<file path="src/rtl/text_console_cell_writer_macros.svh">
// assertion macros for the console cell writer
`ifndef TEXT_CONSOLE_CELL_WRITER_MACROS_SVH
`define TEXT_CONSOLE_CELL_WRITER_MACROS_SVH

`ifndef SYNTHESIS

`define TCW_ASSERT(label, prop) \
	label: assert property (@(posedge clk) disable iff (!arst_n) prop) \
		else $error("tcw assertion failed");

`define TCW_ASSERT_NEVER(label, expr) \
	label: assert property (@(posedge clk) disable iff (!arst_n) !(expr)) \
		else $error("tcw assertion failed");

`else

`define TCW_ASSERT(label, prop)

`define TCW_ASSERT_NEVER(label, expr)

`endif

`endif

</file>
<file path="src/rtl/tcw_pkg.sv">
`timescale 1ns / 1ps

package tcw_pkg;

	localparam int COLS_DEF = 80;
	localparam int ROWS_DEF = 25;

	localparam int CHAR_W = 8;
	localparam int ATTR_W = 8;
	localparam int CELL_W = 16;
	localparam int ROW_W  = 5;
	localparam int COL_W  = 7;

	localparam logic [CHAR_W-1:0] NEWLINE_CODE = 8'h0A;
	localparam logic [CHAR_W-1:0] SPACE_CODE   = 8'h20;
	localparam logic [ATTR_W-1:0] FILL_RESET   = 8'h07;

	localparam logic MODE_PUT  = 1'b0;
	localparam logic MODE_READ = 1'b1;

	typedef enum logic [2:0] {
		ST_CLEAR,
		ST_IDLE,
		ST_FILL,
		ST_FINISH
	} state_t;

	typedef struct packed {
		logic clear_en;
		logic put_en;
		logic read_en;
		logic fill_en;
		logic res_load;
		logic res_direct;
	} ctl_t;

	typedef struct packed {
		logic scroll_req;
		logic out_free;
		logic clear_last;
		logic fill_last;
	} sts_t;

endpackage

</file>
<file path="src/rtl/tcw_ctrl.sv">
`timescale 1ns / 1ps

module tcw_ctrl (
	input  logic          clk,
	input  logic          arst_n,
	input  logic          in_valid,
	input  logic          mode,
	input  tcw_pkg::sts_t sts,
	output logic          in_ready,
	output tcw_pkg::ctl_t ctl
);
	import tcw_pkg::*;

	state_t state_q;
	state_t state_d;
	logic   accept;

	assign in_ready = (state_q == ST_IDLE);
	assign accept   = in_valid && in_ready;

	always_ff @(posedge clk or negedge arst_n) begin
		if (!arst_n) begin
			state_q <= ST_CLEAR;
		end else begin
			state_q <= state_d;
		end
	end

	always_comb begin
		state_d = state_q;
		case (state_q)
			ST_CLEAR: begin
				if (sts.clear_last) begin
					state_d = ST_IDLE;
				end
			end
			ST_IDLE: begin
				if (accept) begin
					if (mode == MODE_READ) begin
						state_d = ST_FINISH;
					end else if (sts.scroll_req) begin
						state_d = ST_FILL;
					end else if (!sts.out_free) begin
						state_d = ST_FINISH;
					end
				end
			end
			ST_FILL: begin
				if (sts.fill_last) begin
					state_d = ST_FINISH;
				end
			end
			ST_FINISH: begin
				if (sts.out_free) begin
					state_d = ST_IDLE;
				end
			end
			default: state_d = ST_CLEAR;
		endcase
	end

	always_comb begin
		ctl = '0;
		case (state_q)
			ST_CLEAR: begin
				ctl.clear_en = 1'b1;
			end
			ST_IDLE: begin
				ctl.put_en  = accept && (mode == MODE_PUT);
				ctl.read_en = accept && (mode == MODE_READ);
				if (accept && (mode == MODE_PUT) && !sts.scroll_req && sts.out_free) begin
					ctl.res_load   = 1'b1;
					ctl.res_direct = 1'b1;
				end
			end
			ST_FILL: begin
				ctl.fill_en = 1'b1;
			end
			ST_FINISH: begin
				ctl.res_load = sts.out_free;
			end
			default: ctl = '0;
		endcase
	end

endmodule

</file>
<file path="config.mk">
export PLATFORM = sky130hd
export DESIGN_NAME = tcw_ctrl
export DESIGN_NICKNAME = d
export VERILOG_FILES = /design/src/rtl/text_console_cell_writer_macros.svh /design/src/rtl/tcw_pkg.sv /design/src/rtl/tcw_ctrl.sv
export SDC_FILE = /design/constraint.sdc
export NUM_CORES = 1
export LEC_CHECK = 0
export BUFFER_PORTS_ARGS = -buffer_cell sky130_fd_sc_hd__buf_2
export CORE_AREA = 4 4 41 43
export DETAILED_ROUTE_END_ITERATION = 10
export DIE_AREA = 0 0 45 47
export GPL_TIMING_DRIVEN = 0
export SKIP_LAST_GASP = 1
export SYNTH_ARGS = -nofsm -noshare
export SYNTH_HDL_FRONTEND = slang
export SYNTH_SLANG_ARGS = --single-unit
export TNS_END_PERCENT = 1
</file>
<file path="constraint.sdc">
create_clock -name clk -period 1.98 [get_ports clk]
set_input_delay 0.099 -clock clk [delete_from_list [all_inputs] [get_ports clk]]
set_output_delay 0.099 -clock clk [all_outputs]
set_load 0.01 [all_outputs]
</file>
==> results.yml <==
run_status:
  run_status: "finished, final reports clean"
synth:
  postSynthRegisterBits: 2
  post_synth_instance_area_um2: 245
  synth_adder_area_share_pct: 25.5
  post_synth_and_or_nand_nor_area_fraction_pct: 25.5
  synth_commonest_cells: "5 x ha_1, 5 x inv_1, 2 x dfrtp_1, 2 x mux2_1, 2 x o22ai_1"
  postSynthAreaPerCell_um2: 9.43
  async_flop_share_pct: 100
  postSynth.topFlopCell: "dfrtp_1"
  synthesis.nets: 39
  synth.area.top_cells: "ha_1 26%, dfrtp_1 20%, nor4b_4 9.7%, mux2_1 9.2%, inv_1 7.7%"
  synth_largest_type_area_fraction_pct: 25.5
  synth_sequential_area_ratio_pct: 20.4
  synthXorXnorAreaFrac_pct: 0
  synth-warning-count: 0
  synth_compound_area_share_pct: 10.2
  synth_enable_flop_cells: 0
  synth_top_cell_by_area: "ha_1"
  ys_types: 15
  synth_top_family_by_area: "simple AND/OR/NAND/NOR gates"
  synthesis.instances: 26
  multiplexer_fraction_of_the_synthesized_cell_area_pct: 9.18
sta:
  worst_clock_skew_ns: 0.00349
  final-setup-viol-count: 0
  share_of_the_cycle_needed_by_the_critical_path_after_routing_pct: 90.6
  final_hold_viol_count: 0
  clock.fmax_ghz: 0.558
  worst_pin_slew_ns: 0.221
  report.final.slew_viol_count: 0
  timing.final.crit_period_ns: 1.79
  final.setup.tns_ns: 0
  relSlewSlack_pct: 85.2
  rsz0062_at_grt: "false"
  hold_ws_ns: 0.184
cells_and_area:
  num_antenna_cells: 0
  largest_register_ffs: 2
  final_nets: 59
  final_instance_area_um2: 367
  post_layout_nonfiller_instances: 59
  flow.area_growth_from_synthesis_pct: 49.5
  drive_above_1_share_pct: 50.0
  largest-register: "state_q"
  reg.largest.list: "state_q: 2 flops"
critical_path:
  crit_path_start_kind: "flip-flop"
  crit_path_end: "ctl[1]"
  type_of_the_worst_setup_path: "reg2out"
  worst_r2r_setup_slack_ns: 0.36
  critical_path_required_ns: 1.88
  worst_path_maximum_fanout: 4
  worstSetupStartpoint: "state_q[1]$_DFFE_PN0P_"
  worst_r2r_startpoint: "state_q[1]$_DFFE_PN0P_"
  r2r.worst_path.cells: 6
  worst_setup_path_end_kind: "primary output"
  capture_point_of_the_worst_reg_to_reg_path: "state_q[0]$_DFFE_PN0P_"
  arrival_ns: 1.69
clocking:
  path_clk_slew_ns: 0.03
  cts.path.max_buffers: 2
  clock_latency_ns: 0.22
  clock_tree.htree_level_count: 1
  post-cts-setup-buffers: 0
  clock-root-buffer: "clkbuf_4"
  number_of_buffers_added_by_the_clock_tree_synthesis_step: 3
  cts-resized-gates: 0
  cts_sinks: 2
  post_cts_hold_buffer_count: 1
  tritoncts: "done"
power:
  clock_power_share_pct: 20.4
  seq_pwr_share_pct: 19.1
  net-switching-power_uw: 186
  p_total_uw: 438
  leak_uw: 0.000211
  vdd_ir_drop_max_v: 0.000466
  power.density_cell_area_mw_per_mm2: 1200
  power.share.switching_pct: 42.5
  p_comb_share_pct: 60.6
  internal_power_uw: 252
drt:
  initialDrtViolationCount: 3
  detailroute.via_count: 232
  ant_nets: 0
  route.detailed.vias_per_inst: 3.93
  routed_wl_um: 537
  drt-wirelength-per-cell_um: 9.10
  drcViolationCount: 0
  drt_first_pass_iters: 2
floorplan:
  fp-row-count: 13
  die_area_mm2: 0.00212
  core_area_mm2: 0.00130
  floorplan.io_pins: 15
  die_y_um: 47
  floorplan.initialDensity_pct: 18.8
  die_x_um: 45
grt:
  grt_start_max_net_pins: 6
  gr-usage-all-layers_pct: 6.32
  first_pass_grt_wire_length_um: 931
  initial_antenna_violation_count: 0
  grt_total_ovfl: 0
  vias_in_the_first_global_route: 233
placement:
  placement.cell_area_um2: 334
  port_buffers: 14
  detailed_place_hpwl_um: 463
  placed_cells: 55
  place_congestion: 0.642
run:
  maxCapViolations: 0
worst_hold_path:
  hp-class: "in2async"
==> critical path: stages, from the launching register on <==
cell and delay, ns:
dfrtp_1 0.39, inv_1 0.11, ha_1 0.22, inv_2 0.07, nor4b_4 0.29, and2_2 0.19, a21o_1 0.08, buf_2 0.12
==> layout by cell type (no fill, tap or decap), drive strengths merged <==
cell	synthesis	routed
buf	0	14
inv	6	6
ha	5	5
clkbuf	0	3
o22ai	2	2
mux2	2	2
dfrtp	2	2
and3	1	1
nor4b	1	1
and2	1	1
a21o	1	1
nand2	1	1
nor2	1	1
nor2b	1	1
o21ai	1	1
nor3	1	1
dlygate4sd3	0	1
==> metrics by stage <==
step           worst slack [ns]  utilization (%)
4_1_cts                   0.161             28.2
3_3_place_gp              0.357             25.7
3_5_place_dp              0.355             25.7
5_1_grt                  0.0532             28.2
6_report                  0.187             28.2
2_1_floorplan             0.385                -
==> how the worst min path moves through the flow <==
stage                       from  slack [ns]  cells after the start                     end
final                     arst_n        0.18                      2  state_q[1]$_DFFE_PN0P_
after global routing      arst_n        0.19                      2  state_q[0]$_DFFE_PN0P_
after CTS                 arst_n        0.18                      2  state_q[1]$_DFFE_PN0P_
after detailed placement  arst_n       -0.11                      1  state_q[0]$_DFFE_PN0P_
after global placement    arst_n       -0.11                      1  state_q[1]$_DFFE_PN0P_
after floorplan           arst_n       -0.20                      0  state_q[0]$_DFFE_PN0P_
==> cell families (layout without fill, tap and decap cells) <==
family,Yosys count,after routing
simple gates,7,7
buf+inv,6,24
fa+ha+maj,5,5
compound gates,4,4
mux,2,2
flops,2,2
==> power by group through the flow <==
stage / Clock, uW / Combinational [uW] / Sequential, uW
final: 89.3 / 265 / 83.5
after global routing: 102 / 307 / 86.5
after CTS: 95.6 / 273 / 82.9
after detailed placement: 0 / 269 / 83.5
after global placement: 0 / 264 / 82.6
after floorplan: 0 / 194 / 79.5
==> final cells by class <==
cell class | instances | area [um2]
sequential | 2 | 50.0
clock buffer | 3 | 22.5
timing repair buffer | 15 | 80.1
multi-input combinational | 18 | 173
fill | 152 | 935
inverter | 6 | 22.5
tap | 15 | 18.8
==> routing by layer <==
layer | wire length [um] | GRT usage, % | vias up
li1 | - | - | 124
met1 | 190 | 5.92 | 101
met2 | 297 | 10.7 | 7
met3 | 50 | 3.83 | 0
met4 | 0 | 3.51 | 0
met5 | 0 | 0 | -
Power figures use the tool's default switching activity.
